## src/rtl/core/bvm_pkg.sv

```systemverilog
// Types, constants and the charge ladder of the battery voltage monitor.
package bvm_pkg;

  localparam int SAMPLE_W   = 12;
  localparam int MV_W       = 16;
  localparam int PCT_W      = 7;
  localparam int FACTOR_W   = 16;
  localparam int CELLS_W    = 3;
  localparam int DIV_NUM_W  = 30;
  localparam int DIV_DEN_W  = 12;
  localparam int DIV_STEP_W = 5;
  localparam int LADDER_N   = 16;
  localparam int TRIM       = 2;
  localparam int FILT_DIV   = 10;
  // reciprocal of the filter divisor, exact for sums below 2^20
  localparam int FILT_SH    = 24;
  localparam int FILT_MUL   = ((1 << FILT_SH) + FILT_DIV - 1) / FILT_DIV;

  localparam logic [FACTOR_W-1:0] FACTOR_RST = 16'd2000;
  localparam logic [CELLS_W-1:0]  CELLS_RST  = 3'd1;

  localparam logic [12:0] LADDER_MV [LADDER_N] = '{
    13'd4100, 13'd3960, 13'd3860, 13'd3780, 13'd3700, 13'd3670, 13'd3620, 13'd3590,
    13'd3510, 13'd3480, 13'd3300, 13'd3250, 13'd3150, 13'd3100, 13'd2950, 13'd2900
  };
  localparam logic [PCT_W-1:0] LADDER_PCT [LADDER_N] = '{
    7'd100, 7'd90, 7'd80, 7'd70, 7'd60, 7'd50, 7'd40, 7'd30,
    7'd20, 7'd15, 7'd10, 7'd5, 7'd4, 7'd3, 7'd2, 7'd1
  };

  typedef struct packed {
    logic [SAMPLE_W-1:0] ref_sample;
    logic [SAMPLE_W-1:0] bat_sample;
  } bvm_req_t;

  typedef struct packed {
    logic [MV_W-1:0]  filtered_mv;
    logic [MV_W-1:0]  raw_mv;
    logic [PCT_W-1:0] charge_pct;
    logic             ref_zero;
  } bvm_res_t;

  typedef struct packed {
    logic load;
    logic shift;
  } bvm_cell_ctrl_t;

  function automatic logic [PCT_W-1:0] charge_pct(input logic [MV_W-1:0] mv,
                                                 input logic [CELLS_W-1:0] cells);
    logic [PCT_W-1:0] pct;
    logic [MV_W-1:0]  thr;
    pct = '0;
    for (int k = LADDER_N - 1; k >= 0; k--) begin
      thr = MV_W'({3'b000, LADDER_MV[k]} * {13'd0, cells});
      if (mv >= thr) pct = LADDER_PCT[k];
    end
    return pct;
  endfunction

endpackage

```

## src/rtl/core/bvm_sort_cell.sv

```systemverilog
// One cell of the insertion-sort chain: holds one sample, takes new or neighbour data.
module bvm_sort_cell (
  input  logic                           clk_i,
  input  bvm_pkg::bvm_cell_ctrl_t        ctrl_i,
  input  logic                           occ_i,
  input  logic                           lt_left_i,
  input  logic [bvm_pkg::SAMPLE_W-1:0]   left_val_i,
  input  logic [bvm_pkg::SAMPLE_W-1:0]   right_val_i,
  input  logic [bvm_pkg::SAMPLE_W-1:0]   new_val_i,
  output logic [bvm_pkg::SAMPLE_W-1:0]   val_o,
  output logic                           lt_o
);
  import bvm_pkg::*;

  logic [SAMPLE_W-1:0] val_q, val_d;

  assign lt_o  = occ_i && (val_q <= new_val_i);
  assign val_o = val_q;

  always_comb begin
    val_d = val_q;
    if (ctrl_i.load) begin
      if (!lt_o) begin
        val_d = lt_left_i ? new_val_i : left_val_i;
      end
    end else if (ctrl_i.shift) begin
      val_d = right_val_i;
    end
  end

  always_ff @(posedge clk_i) begin
    val_q <= val_d;
  end

endmodule

```

## src/rtl/core/bvm_divider.sv

```systemverilog
// Restoring divider, one quotient bit per cycle.
module bvm_divider (
  input  logic                          clk_i,
  input  logic                          rst_ni,
  input  logic                          start_i,
  input  logic [bvm_pkg::DIV_NUM_W-1:0] num_i,
  input  logic [bvm_pkg::DIV_DEN_W-1:0] den_i,
  output logic                          done_o,
  output logic [bvm_pkg::DIV_NUM_W-1:0] quot_o
);
  import bvm_pkg::*;

  logic                  run_q, run_d;
  logic                  done_q, done_d;
  logic [DIV_STEP_W-1:0] step_q, step_d;
  logic [DIV_DEN_W-1:0]  rem_q, rem_d;
  logic [DIV_DEN_W-1:0]  den_q, den_d;
  logic [DIV_NUM_W-1:0]  acc_q, acc_d;
  logic [DIV_DEN_W:0]    rem_sh;
  logic                  ge;

  assign rem_sh = {rem_q, acc_q[DIV_NUM_W-1]};
  assign ge     = rem_sh >= {1'b0, den_q};
  assign done_o = done_q;
  assign quot_o = acc_q;

  always_comb begin
    run_d  = run_q;
    done_d = 1'b0;
    step_d = step_q;
    rem_d  = rem_q;
    den_d  = den_q;
    acc_d  = acc_q;
    if (start_i) begin
      run_d  = 1'b1;
      step_d = '0;
      rem_d  = '0;
      den_d  = den_i;
      acc_d  = num_i;
    end else if (run_q) begin
      rem_d = ge ? DIV_DEN_W'(rem_sh - {1'b0, den_q}) : rem_sh[DIV_DEN_W-1:0];
      acc_d = {acc_q[DIV_NUM_W-2:0], ge};
      step_d = step_q + 1'b1;
      if (step_q == DIV_STEP_W'(DIV_NUM_W - 1)) begin
        run_d  = 1'b0;
        done_d = 1'b1;
      end
    end
  end

  always_ff @(posedge clk_i or negedge rst_ni) begin
    if (!rst_ni) begin
      run_q  <= 1'b0;
      done_q <= 1'b0;
      step_q <= '0;
    end else begin
      run_q  <= run_d;
      done_q <= done_d;
      step_q <= step_d;
    end
  end

  always_ff @(posedge clk_i) begin
    rem_q <= rem_d;
    den_q <= den_d;
    acc_q <= acc_d;
  end

endmodule

```

## src/rtl/core/battery_voltage_monitor_unit.sv

```systemverilog
// Battery voltage monitor: trimmed-mean ADC filter, lag filter and charge ladder.
//
// Channel  | Handshake                              | Payload
// request  | start / busy, taken when start & !busy | req_i (bvm_req_t)
// result   | res_valid_o, one cycle, no back-pressure | res_o (bvm_res_t)
// config   | APB write, psel & penable & pwrite      | pwdata, paddr[2] selects register
//
// A request that does not complete a set only stores its samples; busy stays low.
// The request that completes a set starts unloading the sort chain (ST_UNLOAD), then the
// trimmed means (ST_MEAN), the zero check (ST_CHECK), the multiply and one divider pass, then
// the lag filter (ST_FGO, skipped for the first set) and the result strobe (ST_EMIT); a zero
// reference skips the multiply and the divider. busy drops after the strobe.
// Reset is asynchronous, active low; the sort chain itself is not reset.
module battery_voltage_monitor_unit #(
  parameter int SAMPLES = 16
) (
  input  logic              clk_i,
  input  logic              rst_ni,
  input  logic              start,
  output logic              busy,
  input  bvm_pkg::bvm_req_t req_i,
  output logic              res_valid_o,
  output bvm_pkg::bvm_res_t res_o,
  input  logic              psel,
  input  logic              penable,
  input  logic              pwrite,
  input  logic [2:0]        paddr,
  input  logic [31:0]       pwdata,
  output logic [31:0]       prdata,
  output logic              pready
);
  import bvm_pkg::*;

  localparam int CntW    = $clog2(SAMPLES);
  localparam int SumW    = SAMPLE_W + $clog2(SAMPLES);
  localparam int MeanDiv = SAMPLES - 2 * TRIM;
  localparam int MeanSh  = SumW + $clog2(MeanDiv);
  localparam int MeanMul = ((1 << MeanSh) + MeanDiv - 1) / MeanDiv;
  localparam int MeanPW  = MeanSh + SAMPLE_W;
  localparam int FiltPW  = FILT_SH + MV_W;

  localparam logic [3:0] ST_IDLE   = 4'd0;
  localparam logic [3:0] ST_UNLOAD = 4'd1;
  localparam logic [3:0] ST_MEAN   = 4'd2;
  localparam logic [3:0] ST_CHECK  = 4'd3;
  localparam logic [3:0] ST_MUL    = 4'd4;
  localparam logic [3:0] ST_VGO    = 4'd5;
  localparam logic [3:0] ST_VWAIT  = 4'd6;
  localparam logic [3:0] ST_FGO    = 4'd7;
  localparam logic [3:0] ST_EMIT   = 4'd8;

  logic [3:0]          state_q, state_d;
  logic [CntW-1:0]     cnt_q, cnt_d;
  logic [CntW-1:0]     k_q, k_d;
  logic [SumW-1:0]     sum_r_q, sum_r_d, sum_b_q, sum_b_d;
  logic [SAMPLE_W-1:0] ref_mean_q, ref_mean_d, bat_mean_q, bat_mean_d;
  logic [27:0]         prod_q, prod_d;
  logic [MV_W-1:0]     raw_q, raw_d, filt_q, filt_d;
  logic                zero_q, zero_d, has_q, has_d;
  logic [FACTOR_W-1:0] factor_q;
  logic [CELLS_W-1:0]  cells_q;

  logic                accept, cfg_wr;
  bvm_cell_ctrl_t      cell_ctrl;
  logic [SAMPLE_W-1:0] rv [SAMPLES];
  logic [SAMPLE_W-1:0] bv [SAMPLES];
  logic                rlt [SAMPLES];
  logic                blt [SAMPLES];
  logic                occ [SAMPLES];

  logic                div_start, div_done;
  logic [DIV_NUM_W-1:0] div_num, div_quot;
  logic [DIV_DEN_W-1:0] div_den;
  logic [30:0]         prod5;
  logic [19:0]         fsum;
  logic [MeanPW-1:0]   mean_r_prod, mean_b_prod;
  logic [FiltPW-1:0]   filt_prod;

  assign accept = start && !busy;
  assign busy   = state_q != ST_IDLE;
  assign cfg_wr = psel && penable && pwrite && pready;
  assign pready = 1'b1;
  assign prdata = paddr[2] ? {29'd0, cells_q} : {16'd0, factor_q};

  assign cell_ctrl.load  = accept;
  assign cell_ctrl.shift = state_q == ST_UNLOAD;

  for (genvar i = 0; i < SAMPLES; i++) begin : g_chain
    logic                lt_l_r, lt_l_b;
    logic [SAMPLE_W-1:0] left_r, left_b, right_r, right_b;
    assign occ[i] = cnt_q > CntW'(i);
    if (i == 0) begin : g_first
      assign lt_l_r = 1'b1;
      assign lt_l_b = 1'b1;
      assign left_r = '0;
      assign left_b = '0;
    end else begin : g_mid
      assign lt_l_r = rlt[i-1];
      assign lt_l_b = blt[i-1];
      assign left_r = rv[i-1];
      assign left_b = bv[i-1];
    end
    if (i == SAMPLES - 1) begin : g_last
      assign right_r = '0;
      assign right_b = '0;
    end else begin : g_inner
      assign right_r = rv[i+1];
      assign right_b = bv[i+1];
    end
    bvm_sort_cell u_ref_cell (
      .clk_i       (clk_i),
      .ctrl_i      (cell_ctrl),
      .occ_i       (occ[i]),
      .lt_left_i   (lt_l_r),
      .left_val_i  (left_r),
      .right_val_i (right_r),
      .new_val_i   (req_i.ref_sample),
      .val_o       (rv[i]),
      .lt_o        (rlt[i])
    );
    bvm_sort_cell u_bat_cell (
      .clk_i       (clk_i),
      .ctrl_i      (cell_ctrl),
      .occ_i       (occ[i]),
      .lt_left_i   (lt_l_b),
      .left_val_i  (left_b),
      .right_val_i (right_b),
      .new_val_i   (req_i.bat_sample),
      .val_o       (bv[i]),
      .lt_o        (blt[i])
    );
  end

  bvm_divider u_div (
    .clk_i   (clk_i),
    .rst_ni  (rst_ni),
    .start_i (div_start),
    .num_i   (div_num),
    .den_i   (div_den),
    .done_o  (div_done),
    .quot_o  (div_quot)
  );

  assign prod5 = {1'b0, prod_q, 2'b00} + 31'(prod_q);
  assign fsum  = {1'b0, filt_q, 3'b000} + {3'b000, raw_q, 1'b0};

  // constant divisions by reciprocal multiplication
  assign mean_r_prod = MeanPW'(sum_r_q) * MeanPW'(MeanMul);
  assign mean_b_prod = MeanPW'(sum_b_q) * MeanPW'(MeanMul);
  assign filt_prod   = FiltPW'(fsum) * FiltPW'(FILT_MUL);

  assign div_start = state_q == ST_VGO;
  assign div_num   = prod5[30:1];
  assign div_den   = ref_mean_q;

  always_comb begin
    state_d    = state_q;
    cnt_d      = cnt_q;
    k_d        = k_q;
    sum_r_d    = sum_r_q;
    sum_b_d    = sum_b_q;
    ref_mean_d = ref_mean_q;
    bat_mean_d = bat_mean_q;
    prod_d     = prod_q;
    raw_d      = raw_q;
    filt_d     = filt_q;
    zero_d     = zero_q;
    has_d      = has_q;
    unique case (state_q)
      ST_IDLE: begin
        if (accept) begin
          if (cnt_q == CntW'(SAMPLES - 1)) begin
            cnt_d   = '0;
            k_d     = '0;
            sum_r_d = '0;
            sum_b_d = '0;
            state_d = ST_UNLOAD;
          end else begin
            cnt_d = cnt_q + 1'b1;
          end
        end
      end
      ST_UNLOAD: begin
        if (k_q >= CntW'(TRIM) && k_q <= CntW'(SAMPLES - 1 - TRIM)) begin
          sum_r_d = sum_r_q + SumW'(rv[0]);
          sum_b_d = sum_b_q + SumW'(bv[0]);
        end
        k_d = k_q + 1'b1;
        if (k_q == CntW'(SAMPLES - 1)) state_d = ST_MEAN;
      end
      ST_MEAN: begin
        ref_mean_d = mean_r_prod[MeanSh +: SAMPLE_W];
        bat_mean_d = mean_b_prod[MeanSh +: SAMPLE_W];
        state_d    = ST_CHECK;
      end
      ST_CHECK: begin
        zero_d = ref_mean_q == '0;
        if (ref_mean_q == '0) begin
          raw_d   = '1;
          state_d = has_q ? ST_FGO : ST_EMIT;
          if (!has_q) begin
            filt_d = '1;
            has_d  = 1'b1;
          end
        end else begin
          state_d = ST_MUL;
        end
      end
      ST_MUL: begin
        prod_d  = 28'(bat_mean_q) * 28'(factor_q);
        state_d = ST_VGO;
      end
      ST_VGO:   state_d = ST_VWAIT;
      ST_VWAIT: begin
        if (div_done) begin
          raw_d = (|div_quot[DIV_NUM_W-1:MV_W]) ? '1 : div_quot[MV_W-1:0];
          if (!has_q) begin
            filt_d  = (|div_quot[DIV_NUM_W-1:MV_W]) ? '1 : div_quot[MV_W-1:0];
            has_d   = 1'b1;
            state_d = ST_EMIT;
          end else begin
            state_d = ST_FGO;
          end
        end
      end
      ST_FGO: begin
        filt_d  = filt_prod[FILT_SH +: MV_W];
        state_d = ST_EMIT;
      end
      ST_EMIT:  state_d = ST_IDLE;
      default:  state_d = ST_IDLE;
    endcase
  end

  always_ff @(posedge clk_i or negedge rst_ni) begin
    if (!rst_ni) begin
      state_q  <= ST_IDLE;
      cnt_q    <= '0;
      k_q      <= '0;
      filt_q   <= '0;
      has_q    <= 1'b0;
      factor_q <= FACTOR_RST;
      cells_q  <= CELLS_RST;
    end else begin
      state_q <= state_d;
      cnt_q   <= cnt_d;
      k_q     <= k_d;
      filt_q  <= filt_d;
      has_q   <= has_d;
      if (cfg_wr) begin
        if (paddr[2]) cells_q <= pwdata[CELLS_W-1:0];
        else          factor_q <= pwdata[FACTOR_W-1:0];
      end
    end
  end

  always_ff @(posedge clk_i) begin
    sum_r_q    <= sum_r_d;
    sum_b_q    <= sum_b_d;
    ref_mean_q <= ref_mean_d;
    bat_mean_q <= bat_mean_d;
    prod_q     <= prod_d;
    raw_q      <= raw_d;
    zero_q     <= zero_d;
  end

  assign res_valid_o       = state_q == ST_EMIT;
  assign res_o.filtered_mv = filt_q;
  assign res_o.raw_mv      = raw_q;
  assign res_o.charge_pct  = charge_pct(filt_q, cells_q);
  assign res_o.ref_zero    = zero_q;

endmodule

```

## config.mk

```make
export PLATFORM = sky130hd
export DESIGN_NAME = battery_voltage_monitor_unit
export DESIGN_NICKNAME = d
export VERILOG_FILES = /design/src/rtl/core/bvm_pkg.sv /design/src/rtl/core/bvm_sort_cell.sv /design/src/rtl/core/bvm_divider.sv /design/src/rtl/core/battery_voltage_monitor_unit.sv
export SDC_FILE = /design/constraint.sdc
export NUM_CORES = 2
export LEC_CHECK = 0
export BUFFER_PORTS_ARGS = -buffer_cell sky130_fd_sc_hd__buf_4
export CORE_MARGIN = 10
export CORE_UTILIZATION = 30
export CTS_CLUSTER_DIAMETER = 60
export DETAILED_ROUTE_END_ITERATION = 12
export SYNTH_ARGS = -nofsm -noshare
export SYNTH_HDL_FRONTEND = slang
export SYNTH_SLANG_ARGS = --single-unit
```

## constraint.sdc

```tcl
create_clock -name clk_i -period 14.9 [get_ports clk_i]
set_clock_uncertainty 0.1 [all_clocks]
set_input_delay 0.745 -clock clk_i [delete_from_list [all_inputs] [get_ports clk_i]]
set_output_delay 0.745 -clock clk_i [all_outputs]
set_load 0.05 [all_outputs]
```

==> impl_metrics.json <==
{
  "endpoint": "filt_q[14]",
  "drive_above_1_share": 0.0619,
  "post_cts_resized": 0,
  "die_w_microns": 486,
  "track_usage": 0.146,
  "startpoint": "filt_q[1]",
  "cts-root-buf": "clkbuf_16",
  "seq_area_frac_synth": 0.268,
  "r2r_setup_slack_ps": 5260,
  "mostFrequentLayoutCells": "1113 x ha_1, 770 x inv_1, 660 x nand2_1, 618 x o21ai_0, 527 x edfxtp_1",
  "final_antenna_net_count": 0,
  "area_delta_synth_final_pct": 10.5,
  "rsz0062_at_grt": "false",
  "async_flop_share": 0.0926,
  "setup_viol": 0,
  "fin_tns_setup_ps": 0,
  "antenna_found_initial": 8,
  "r2r_cells": 29,
  "io_pins": 140,
  "dp_hpwl_microns": 136000,
  "gp_congestion": 0.916,
  "port_buffers": 104,
  "grt_pass1_vias": 50500,
  "grt_max_degree": 211,
  "timing.rr.start": "filt_q[1]",
  "period_needed_ps": 9640,
  "cts_tree": "built",
  "hold_slack_ps": 72.9,
  "synth_top_area_share": 0.243,
  "multi_input_area_sq_um": 43800,
  "ys.flop_type": "edfxtp_1",
  "clk_latency_ps": 720,
  "netlist_area_sq_um": 65100,
  "first_iter_violations": 3565,
  "synth-seq-cells": 594,
  "die_area_sq_um": 236000,
  "critPathMostFrequentCell": "ha_1",
  "timing.fmax_mhz": 104,
  "worst_pin_slew_ps": 1230,
  "initial_core_util": 0.302,
  "postCtsSetupBuffers": 0,
  "core-area_sq_um": 215000,
  "syn_area_per_cell_sq_um": 9.81,
  "row_count": 170,
  "slew_headroom": 0.178,
  "numCtsBuffers": 80,
  "wirelength_microns": 176000,
  "status": "complete, no violations",
  "cts_buffer_depth": 3,
  "grt_pass1_wl_microns": 282000,
  "arrival_ps": 10060,
  "routedWlPerCell_microns": 18.4,
  "start_kind": "flop",
  "rr_endpoint": "filt_q[14]",
  "final.period_utilization": 0.647,
  "overflow": 0,
  "firstDrtPassIters": 8,
  "critPathMaxStageDelay_ps": 630,
  "clk_pin_slew_worst_paths_ps": 60,
  "max_cap_viol_count": 0,
  "nets": 8295,
  "synth.distinct_cells": 87,
  "drv_slew": 0,
  "hold_violations": 0,
  "seq_area_sq_um": 17500,
  "synth_largest_area_cell": "edfxtp_1",
  "final_common_cell": "ha_1",
  "required_ps": 15330,
  "cp_slowest_cell": "xnor2_1",
  "fillers": 21900,
  "worstSetupEndpointType": "flop",
  "synth-edff-count": 527,
  "synth_warnings": 0,
  "hold_buffers": 0,
  "synth_top_cells_by_area": "edfxtp_1 24%, ha_1 21%, fa_1 14%",
  "viasPerCell": 5.13,
  "drc": 0,
  "crit_type": "flop to flop",
  "cts.sinks": 594,
  "crit_fanout": 6,
  "htree_levels": 3,
  "die_h_microns": 486,
  "synthCells": 6635,
  "hold_class": "primary input to asynchronous set/reset pin",
  "vias": 49200
}
-- flip-flops by register name, summed over array words and instances (netlist names), 3 cells and up --
| register | cells |
|---|---|
| g_chain.u_bat_cell.val_o | 192 |
| g_chain.u_ref_cell.val_o | 192 |
| u_div.quot_o | 30 |
| prod_q | 28 |
| factor_q | 16 |
| filt_q | 16 |
| raw_q | 16 |
| sum_b_q | 16 |
| sum_r_q | 16 |
| bat_mean_q | 12 |
| div_den | 12 |
| u_div.den_q | 12 |
| u_div.rem_q | 12 |
| u_div.step_q | 5 |
| cnt_q | 4 |
| k_q | 4 |
| state_q | 4 |
| cells_q | 3 |
-- cells in the mapped netlist (7+ instances only) --
cell type and n:
dfstp_2 7, mux2i_1 357, nand3_1 62, xor2_1 76, o2111ai_1 10, o31ai_1 14, and4_1 8, clkbuf_1 208
ha_1 1113, nor2_1 212, a21oi_1 277, a211oi_1 34, o21bai_1 18, a21o_1 167, inv_1 770, dfrtp_1 48
mux2_2 24, and3_1 16, a211o_1 14, o21ai_0 622, fa_1 439, buf_2 23, edfxtp_1 527, and2_1 78
or3_1 34, nor4_1 33, or2_2 23, o211ai_1 25, nor2b_1 89, xnor2_1 142, nor3_1 94, o21ai_1 8
a2111oi_0 12, buf_4 18, buf_1 12, a31o_2 9, nand2_1 662, a31oi_1 30, o21a_1 37, dfxtp_1 12
o41ai_1 7, nand2b_1 48, nand4_1 116, a221oi_1 8
-- worst min path at each step --
stage	startpoint	to	slack, ps	cells after the start
detailed placement	div_den[5]	u_div.den_q[5]	340	0
finish	rst_ni	factor_q[14]	70	1
global route	rst_ni	factor_q[12]	120	1
CTS	rst_ni	factor_q[12]	60	1
floorplan	div_den[1]	u_div.den_q[1]	330	0
global placement	div_den[8]	u_div.den_q[8]	330	0
-- critical path: cells and delay by family, from the launching register on --
family | cells | cell delay [ps]
DFF | 1 | 470
adders and majority gates | 9 | 3650
xor gates and xnor gates | 2 | 810
and+or+nand+nor | 2 | 420
buffers and inverters | 3 | 320
AOI/OAI and AO/OA | 13 | 3680
-- cell families after synthesis --
family | synth area share
flip-flops | 0.268
XOR/XNOR | 0.0293
AND/OR/NAND/NOR | 0.110
adder cells (fa/ha/maj) | 0.349
buffers and inverters | 0.0611
AO/OA/AOI/OAI | 0.123
other | 0.000115
multiplexers | 0.0591
-- layout make-up --
type	instances	share of cell area
clock buffer	91	0.0284
tap	2838	0.0494
sequential	594	0.243
antenna	4	0.000139
inverter	772	0.0403
multi-input combinational	5023	0.609
clock inverter	53	0.00867
timing repair buffer	207	0.0218
-- per-stage QoR --
step / std cells / util / setup slack, ps / cell area [sq um]
2_1_floorplan: 6650 / - / 6750 / 65100
3_3_place_gp: 9434 / 0.322 / 5330 / 69200
3_5_place_dp: 9434 / 0.322 / 5270 / 69200
4_1_cts: 9578 / 0.334 / 5230 / 71900
5_1_grt: 9581 / 0.334 / 4540 / 71900
6_report: 9582 / 0.334 / 5260 / 71900
-- routing by layer --
layer	wire length, microns	up-vias	track usage
met4	4770	8	0.0407
met2	81000	1271	0.238
met3	9510	276	0.0217
met5	63	-	0
li1	-	23400	-
met1	80900	24200	0.199
Power is not shown: default switching activity piles up to over one toggle a cycle in this logic, so the estimate is an artifact.
